$ cat src/hdl/rmnh_pkg.sv
// rmnh_pkg: shared types, constants and fixed point helpers for the nearest hit block
// no dependencies
`default_nettype none
package rmnh_pkg;
  localparam int CoordWidth = 32;
  localparam int FracBits   = 16;
  localparam int TWidth     = 31;
  localparam int AddrWidth  = 5;

  typedef logic signed [CoordWidth-1:0] coord_t;
  typedef logic [TWidth-1:0]            dist_t;

  localparam coord_t VMax = {1'b0, {(CoordWidth-1){1'b1}}};
  localparam coord_t VMin = {1'b1, {(CoordWidth-1){1'b0}}};
  localparam dist_t  TMax = {TWidth{1'b1}};
  localparam int     EpsRaw = ((1 << FracBits) + 5000) / 10000;
  localparam logic [CoordWidth:0] EpsQ = (CoordWidth+1)'((EpsRaw == 0) ? 1 : EpsRaw);

  localparam logic [AddrWidth-3:0] RegOx = 0;
  localparam logic [AddrWidth-3:0] RegOy = 1;
  localparam logic [AddrWidth-3:0] RegOz = 2;
  localparam logic [AddrWidth-3:0] RegDx = 3;
  localparam logic [AddrWidth-3:0] RegDy = 4;
  localparam logic [AddrWidth-3:0] RegDz = 5;

  typedef struct packed {
    logic       load;
    logic       step;
    logic       div_start;
    logic       div_step;
    logic       commit;
    logic [2:0] idx;
  } cmd_t;

  typedef struct packed {
    logic div_done;
    logic last;
  } sts_t;

  function automatic coord_t sat_w(input logic signed [CoordWidth+1:0] x);
    if (x > $signed({{2{1'b0}}, VMax})) return VMax;
    if (x < $signed({{2{1'b1}}, VMin})) return VMin;
    return x[CoordWidth-1:0];
  endfunction

  // product shifted right with floor, saturated
  function automatic coord_t fmul(input coord_t a, input coord_t b);
    logic signed [2*CoordWidth-1:0] p;
    logic signed [2*CoordWidth-1:0] s;
    p = a * b;
    s = p >>> FracBits;
    if (s > $signed({{CoordWidth{1'b0}}, VMax})) return VMax;
    if (s < $signed({{CoordWidth{1'b1}}, VMin})) return VMin;
    return s[CoordWidth-1:0];
  endfunction
endpackage
`default_nettype wire

$ cat src/hdl/rmnh_ctrl.sv
// rmnh_ctrl: sequencer for the triangle test, issues commands to the datapath
// depends on rmnh_pkg
`default_nettype none
module rmnh_ctrl (
  input  wire logic          clk,
  input  wire logic          rst_n,
  input  wire logic          in_valid,
  input  wire logic          out_busy,
  input  wire rmnh_pkg::sts_t sts,
  output logic               in_ready,
  output rmnh_pkg::cmd_t     cmd
);
  import rmnh_pkg::*;

  localparam logic [2:0] S_IDLE = 3'd0;
  localparam logic [2:0] S_MATH = 3'd1;
  localparam logic [2:0] S_DIV  = 3'd2;
  localparam logic [2:0] S_END  = 3'd3;

  logic [2:0] state_r, state_nxt;
  logic [2:0] cnt_r, cnt_nxt;
  localparam logic [2:0] LastStep = 3'd4;

  always_comb begin
    state_nxt = state_r;
    cnt_nxt   = cnt_r;
    cmd       = '0;
    cmd.idx   = cnt_r;
    in_ready  = (state_r == S_IDLE);
    unique case (state_r)
      S_IDLE: begin
        if (in_valid) begin
          cmd.load  = 1'b1;
          cnt_nxt   = '0;
          state_nxt = S_MATH;
        end
      end
      S_MATH: begin
        cmd.step = 1'b1;
        cnt_nxt  = cnt_r + 3'd1;
        if (cnt_r == LastStep) begin
          cnt_nxt = '0;
          state_nxt = S_DIV;
        end
      end
      S_DIV: begin
        if (cnt_r == 3'd0) begin
          cmd.div_start = 1'b1;
          cnt_nxt = 3'd1;
        end else begin
          cmd.div_step = 1'b1;
          if (sts.div_done) begin
            cnt_nxt   = '0;
            state_nxt = S_END;
          end
        end
      end
      S_END: begin
        if (!(sts.last && out_busy)) begin
          cmd.commit = 1'b1;
          state_nxt  = S_IDLE;
        end
      end
      default: state_nxt = S_IDLE;
    endcase
  end

  always_ff @(posedge clk) begin
    if (!rst_n) begin
      state_r <= S_IDLE;
      cnt_r   <= '0;
    end else begin
      state_r <= state_nxt;
      cnt_r   <= cnt_nxt;
    end
  end

  a_load_idle: assert property (@(posedge clk) disable iff (!rst_n)
    cmd.load |-> state_r == S_IDLE) else $error("load outside idle");
  a_math_follows: assert property (@(posedge clk) disable iff (!rst_n)
    cmd.load |=> state_r == S_MATH) else $error("math not entered");
  a_end_idle: assert property (@(posedge clk) disable iff (!rst_n)
    cmd.commit |=> state_r == S_IDLE) else $error("end stuck");
endmodule
`default_nettype wire

$ cat config.mk
export PLATFORM = sky130hd
export DESIGN_NAME = rmnh_ctrl
export DESIGN_NICKNAME = d
export VERILOG_FILES = /design/src/hdl/rmnh_pkg.sv /design/src/hdl/rmnh_ctrl.sv
export SDC_FILE = /design/constraint.sdc
export NUM_CORES = 1
export LEC_CHECK = 0
export ABC_AREA = 1
export BUFFER_PORTS_ARGS = -buffer_cell sky130_fd_sc_hd__buf_2
export CORE_AREA = 4 4 41 43
export DETAILED_ROUTE_END_ITERATION = 6
export DIE_AREA = 0 0 45 47
export GPL_ROUTABILITY_DRIVEN = 0
export PLACE_DENSITY = 0.67
export REMOVE_ABC_BUFFERS = 1
export SETUP_SLACK_MARGIN = 0.2
export SLEW_MARGIN = 10
export SYNTH_ARGS = -nofsm -noshare
export SYNTH_HDL_FRONTEND = slang
export SYNTH_SLANG_ARGS = --single-unit
$ cat constraint.sdc
create_clock -name clk -period 1.6 [get_ports clk]
set_clock_uncertainty 0.1 [all_clocks]
set_input_delay 0.16 -clock clk [delete_from_list [all_inputs] [get_ports clk]]
set_output_delay 0.16 -clock clk [all_outputs]
set_load 0.02 [all_outputs]
==> flow_metrics.env, run 1 <==
export IMPL_period_share_pct=87.0
export IMPL_synth_main_ff_cell="dfxtp_1"
export IMPL_timing_worst_slew_pin_value_ns=0.193
export IMPL_detail_route_vias_per_cell=4.67
export IMPL_num_vias=523
export IMPL_setup_violations_final=0
export IMPL_synth_edf_count=0
export IMPL_setup_worst_path_start_class="flop"
export IMPL_drv_cap=0
export IMPL_timing_critical_path_fanout_max=4
export IMPL_seqCellArea_um2=110
export IMPL_start_util_pct=35.9
export IMPL_grt_total_usage_pct=13.3
export IMPL_synth_seq_area_share_pct=21.4
export IMPL_critical_path_arrival_ns=1.13
export IMPL_row_count=13
export IMPL_die_height_um=47
export IMPL_placed_cells=104
export IMPL_area_used_by_multi_input_combinational_logic_um2=390
export IMPL_first_pass_iters=4
export IMPL_postSynthAreaPerCell_um2=6.22
export IMPL_detail_route_iter0_violations=10
export IMPL_layout_core_utilization_pct=56.8
export IMPL_final_period_minus_worst_setup_slack_ns=1.39
export IMPL_synth_commonest_cells="nand2_1 (17), inv_1 (15), nor2_1 (9)"
export IMPL_slew_viol_final=0
export IMPL_fin_tns_setup_ns=0
export IMPL_clk_path_buf_depth=2
export IMPL_final_hold_violation_count=0
export IMPL_cell_types_with_the_largest_area_share_after_synthesis="dfxtp_1 (21%), ha_1 (16%), nand2_1 (14%)"
export IMPL_pre_cts_slack_ns=0.146
export IMPL_clock_tree_from_tritoncts="done"
export IMPL_holdBufCountCts=0
export IMPL_boundaryPins=15
export IMPL_yosysUniqueCellTypes=15
export IMPL_max_fclk_mhz=719
export IMPL_vdd_ir_drop_worst_mv=1.01
export IMPL_async_reset_ff_share_pct=0
export IMPL_clock_sinks=5
export IMPL_synth_top_cell_area_share_pct=21.4
export IMPL_run_status="finished, final reports clean"
export IMPL_syn_area_um2=467
export IMPL_globalRoute_totalOverflow=0
export IMPL_netlist_top_cell_by_area="dfxtp_1"
export IMPL_grt_first_pass_wirelength_um=2040
export IMPL_worstSetupEndpointType="output pin"
export IMPL_setup_slack_ns=0.209
export IMPL_syn_instance_count=75
export IMPL_final_fill_count=129
export IMPL_io_buffer_count=14
export IMPL_floorplan_die_area_um2=2120
export IMPL_max_slew_margin_pct=87.1
export IMPL_n_antenna_cell=0
export IMPL_finalWirelength_um=1320
export IMPL_worstSetupPathType="reg -> out"
export IMPL_antenna_found_initial=0
export IMPL_proportion_of_layout_cells_with_a_drive_suffix_above_1_pct=55.7
export IMPL_register_bit_total_from_synthesis=5
export IMPL_cts_reportedPaths_clkPinSlew_ns=0.04
export IMPL_drcViolationCount=0
export IMPL_dpl_hpwl_um=930
export IMPL_cts_buffers_inserted=3
export IMPL_chipWidth_um=45
export IMPL_clock_tree_htree_level_count=1
export IMPL_totalPowerFinal_w=0.00116
export IMPL_first_global_vias=507
export IMPL_wire_per_inst_um=11.8
export IMPL_coreArea_um2=1300
export IMPL_hold_path_class="in -> reg"
export IMPL_worst_ep_required_ns=1.34
export IMPL_clockRootBuffer="clkbuf_4"
export IMPL_ant_nets=0
export IMPL_powerDensity_nw_per_um2=1570
export IMPL_synthMostInstantiatedCell="nand2_1"
export IMPL_ys_warnings_count=0
export IMPL_cellLeakagePower_nw=0.359
export IMPL_grt_start_max_net_pins=7
export IMPL_layout_cells_non_filler=112
export IMPL_syn_to_final_growth_pct=58.4
export IMPL_clock_latency_ns=0.23
export IMPL_grt_setup_unrepaired="true"
export IMPL_fin_nets=110
## metal layers
metal,vias to the layer above,track usage (%),wire length (um),part of all wire (%)
met1,235,13.9,573,43
met5,-,0,0,0
met4,0,11.1,9,0.68
met3,2,3.07,36,2.7
met2,9,22.6,703,53
li1,277,-,-,-
## layout by cell type, fill, tap and decap left out, types with 3 or more instances in the layout
master     n
nand2_1   15
inv_1     10
buf_2     10
nor2_1     7
inv_2      6
nand2_2    5
a21oi_2    5
buf_4      5
nand3_1    4
ha_4       4
nand4_1    3
clkbuf_4   3
buf_6      3
## state kept, by name, indices dropped and copies added, names as in the netlist
signal and count:
state_r 2, cnt_r 3
## repair_timing
item	in CTS	in global routing
gates resized for setup	16	23
setup endpoints to repair	10	9
pin swaps	1	6
setup buffers	2	2
## through the flow
| stage | cell area [um2] | hold WS (ns) |
|---|---|---|
| detailed placement | 556 | 0.333 |
| finish | 739 | 0.0813 |
| global route | 739 | 0.0763 |
| global placement | 556 | 0.326 |
| CTS | 647 | 0.0800 |
| floorplan | 467 | 0.181 |
## area by class of cell
cell class | count | share of cell area, %
inverter | 18 | 9.81
tap | 15 | 2.54
clock buffer | 4 | 3.55
sequential | 5 | 14.9
multi-input combinational | 52 | 52.8
timing repair buffer | 18 | 16.4
## final timing paths
check / startpoint / end / slack, ns / cells after the start
setup / recovery: state_r[0] / cmd[5] / 0.21 / 5
hold / removal: rst_n / state_r[1] / 0.08 / 3
setup reg to reg: cnt_r[0] / state_r[0] / 0.22 / 9
hold reg to reg: state_r[1] / state_r[1] / 0.43 / 2
## power breakdown
| part | switching [W] | total [W] | internal [W] |
|---|---|---|---|
| Sequential | 0.0000407 | 0.000205 | 0.000164 |
| Clock | 0.0000458 | 0.000140 | 0.0000939 |
| Combinational | 0.000479 | 0.000813 | 0.000334 |
| Total | 0.000566 | 0.00116 | 0.000592 |
## kinds of logic after synthesis
| kind of cell | count (synthesis) | share of synthesized area, % |
|---|---|---|
| adders and majority gates | 6 | 16.1 |
| buffers and inverters | 18 | 14.5 |
| DFF | 5 | 21.4 |
| AOI/OAI and AO/OA | 6 | 8.04 |
| and+or+nand+nor | 40 | 39.9 |
## critical path, cell delays in order, from the launching register on
cell	delay [ns]
dfxtp_4	0.36
inv_4	0.08
ha_4	0.16
nand3_4	0.11
inv_4	0.08
buf_6	0.11
(Power assumes the default switching activity.)
==> inputs of run 2 (changes only) <==
- CTS_BUF_LIST: not set -> sky130_fd_sc_hd__clkbuf_8
==> flow_metrics.env, run 2 (same netlist as run 1, synthesis figures left out) <==
export IMPL_finalWirelength_um=1350
export IMPL_slew_viol_final=0
export IMPL_drcViolationCount=0
export IMPL_first_global_vias=517
export IMPL_grt_setup_unrepaired="true"
export IMPL_cts_buffers_inserted=3
export IMPL_most_common_cell_after_layout_fill_and_taps_aside="nand2_1"
export IMPL_critical_path_arrival_ns=1.12
export IMPL_detail_route_vias_per_cell=4.78
export IMPL_cts_reportedPaths_clkPinSlew_ns=0.03
export IMPL_drv_cap=0
export IMPL_clockRootBuffer="clkbuf_8"
export IMPL_hold_path_class="in -> reg"
export IMPL_layout_top_registers="cnt_r: 3 flops, state_r: 2 flops"
export IMPL_cellLeakagePower_nw=0.366
export IMPL_timing_worst_slew_pin_value_ns=0.197
export IMPL_start_util_pct=35.9
export IMPL_fin_tns_setup_ns=0
export IMPL_final_fill_count=125
export IMPL_worst_ep_required_ns=1.34
export IMPL_powerDensity_nw_per_um2=1630
export IMPL_n_antenna_cell=0
export IMPL_clock_latency_ns=0.22
export IMPL_max_fclk_mhz=724
export IMPL_worstSetupEndpointType="output pin"
export IMPL_largest_reg_flops=3
export IMPL_layout_cells_non_filler=111
export IMPL_num_vias=531
export IMPL_row_count=13
export IMPL_first_pass_iters=4
export IMPL_placed_cells=104
export IMPL_coreArea_um2=1300
export IMPL_max_slew_margin_pct=86.8
export IMPL_ant_nets=0
export IMPL_syn_to_final_growth_pct=60.6
export IMPL_detail_route_iter0_violations=3
export IMPL_floorplan_die_area_um2=2120
export IMPL_io_buffer_count=14
export IMPL_fin_nets=109
export IMPL_vdd_ir_drop_worst_mv=1.08
export IMPL_globalRoute_totalOverflow=0
export IMPL_most_common_layout_cells="nand2_1 (14), inv_1 (11), buf_2 (11)"
export IMPL_die_height_um=47
export IMPL_setup_worst_path_start_class="flop"
export IMPL_clock_tree_from_tritoncts="done"
export IMPL_final_period_minus_worst_setup_slack_ns=1.38
export IMPL_timing_critical_path_fanout_max=4
export IMPL_clk_path_buf_depth=2
export IMPL_final_hold_violation_count=0
export IMPL_antenna_found_initial=0
export IMPL_run_status="finished, final reports clean"
export IMPL_chipWidth_um=45
export IMPL_clock_sinks=5
export IMPL_grt_total_usage_pct=13.9
export IMPL_boundaryPins=15
export IMPL_grt_first_pass_wirelength_um=2100
export IMPL_proportion_of_layout_cells_with_a_drive_suffix_above_1_pct=56.3
export IMPL_grt_start_max_net_pins=7
export IMPL_setup_violations_final=0
export IMPL_worstSetupPathType="reg -> out"
export IMPL_wire_per_inst_um=12.1
export IMPL_period_share_pct=86.3
export IMPL_clock_tree_htree_level_count=1
export IMPL_regMostFlops="cnt_r"
export IMPL_dpl_hpwl_um=930
-- run 2: layer usage --
layer	vias up	global-route usage, %	wire [um]
li1	274	-	-
met1	238	13.9	550
met2	15	23.7	714
met3	4	3.83	50
met4	0	12.3	32
met5	-	0	0
-- run 2: worst paths after layout --
| path | from | to | slack (ns) | cells past startpoint |
|---|---|---|---|---|
| max | state_r[0] | cmd[5] | 0.22 | 5 |
| min | rst_n | state_r[1] | 0.1 | 3 |
| max reg2reg | cnt_r[0] | state_r[0] | 0.25 | 9 |
| min reg2reg | state_r[1] | state_r[1] | 0.43 | 2 |
-- run 2: area by class of cell --
type,count,area [um2],share of cell area (%)
sequential,5,110,14.7
timing repair buffer,17,111,14.9
clock inverter,1,3.75,0.501
clock buffer,3,41.3,5.51
inverter,18,72.6,9.68
multi-input combinational,52,392,52.3
tap,15,18.8,2.50
-- run 2: where the power goes --
group | switching, W | total, W | internal, W | leakage (nW)
combinational | 0.000472 | 0.000791 | 0.000319 | 0.296
clock | 0.0000574 | 0.000221 | 0.000164 | 0.0269
sequential | 0.0000426 | 0.000207 | 0.000165 | 0.0430
-- run 2: through the flow --
step / instance area [um2] / hold slack [ns] / power (W) / worst slack (ns) / utilization [%]
6_report: 749 / 0.0985 / 0.00122 / 0.219 / 57.6
5_1_grt: 749 / 0.102 / 0.00131 / 0.165 / 57.6
4_1_cts: 663 / 0.0983 / 0.00107 / 0.209 / 51.0
3_5_place_dp: 556 / 0.333 / 0.000761 / 0.146 / 42.7
3_3_place_gp: 556 / 0.326 / 0.000744 / 0.177 / 42.7
2_1_floorplan: 467 / 0.181 / 0.000623 / 0.149 / -
-- run 2: worst max-delay path: stages (launching register included) --
cell     delay, ns
dfxtp_4       0.36
inv_4         0.08
ha_4          0.16
nand3_4       0.11
inv_4         0.08
buf_6         0.11
-- run 2: repair_timing --
action | in CTS | in global routing
pin swaps | 1 | 7
hold buffers | 0 | 0
gates cloned | 0 | 0
endpoints found under the setup margin | 8 | 9
resized for setup | 15 | 24
buffers inserted | 2 | 1
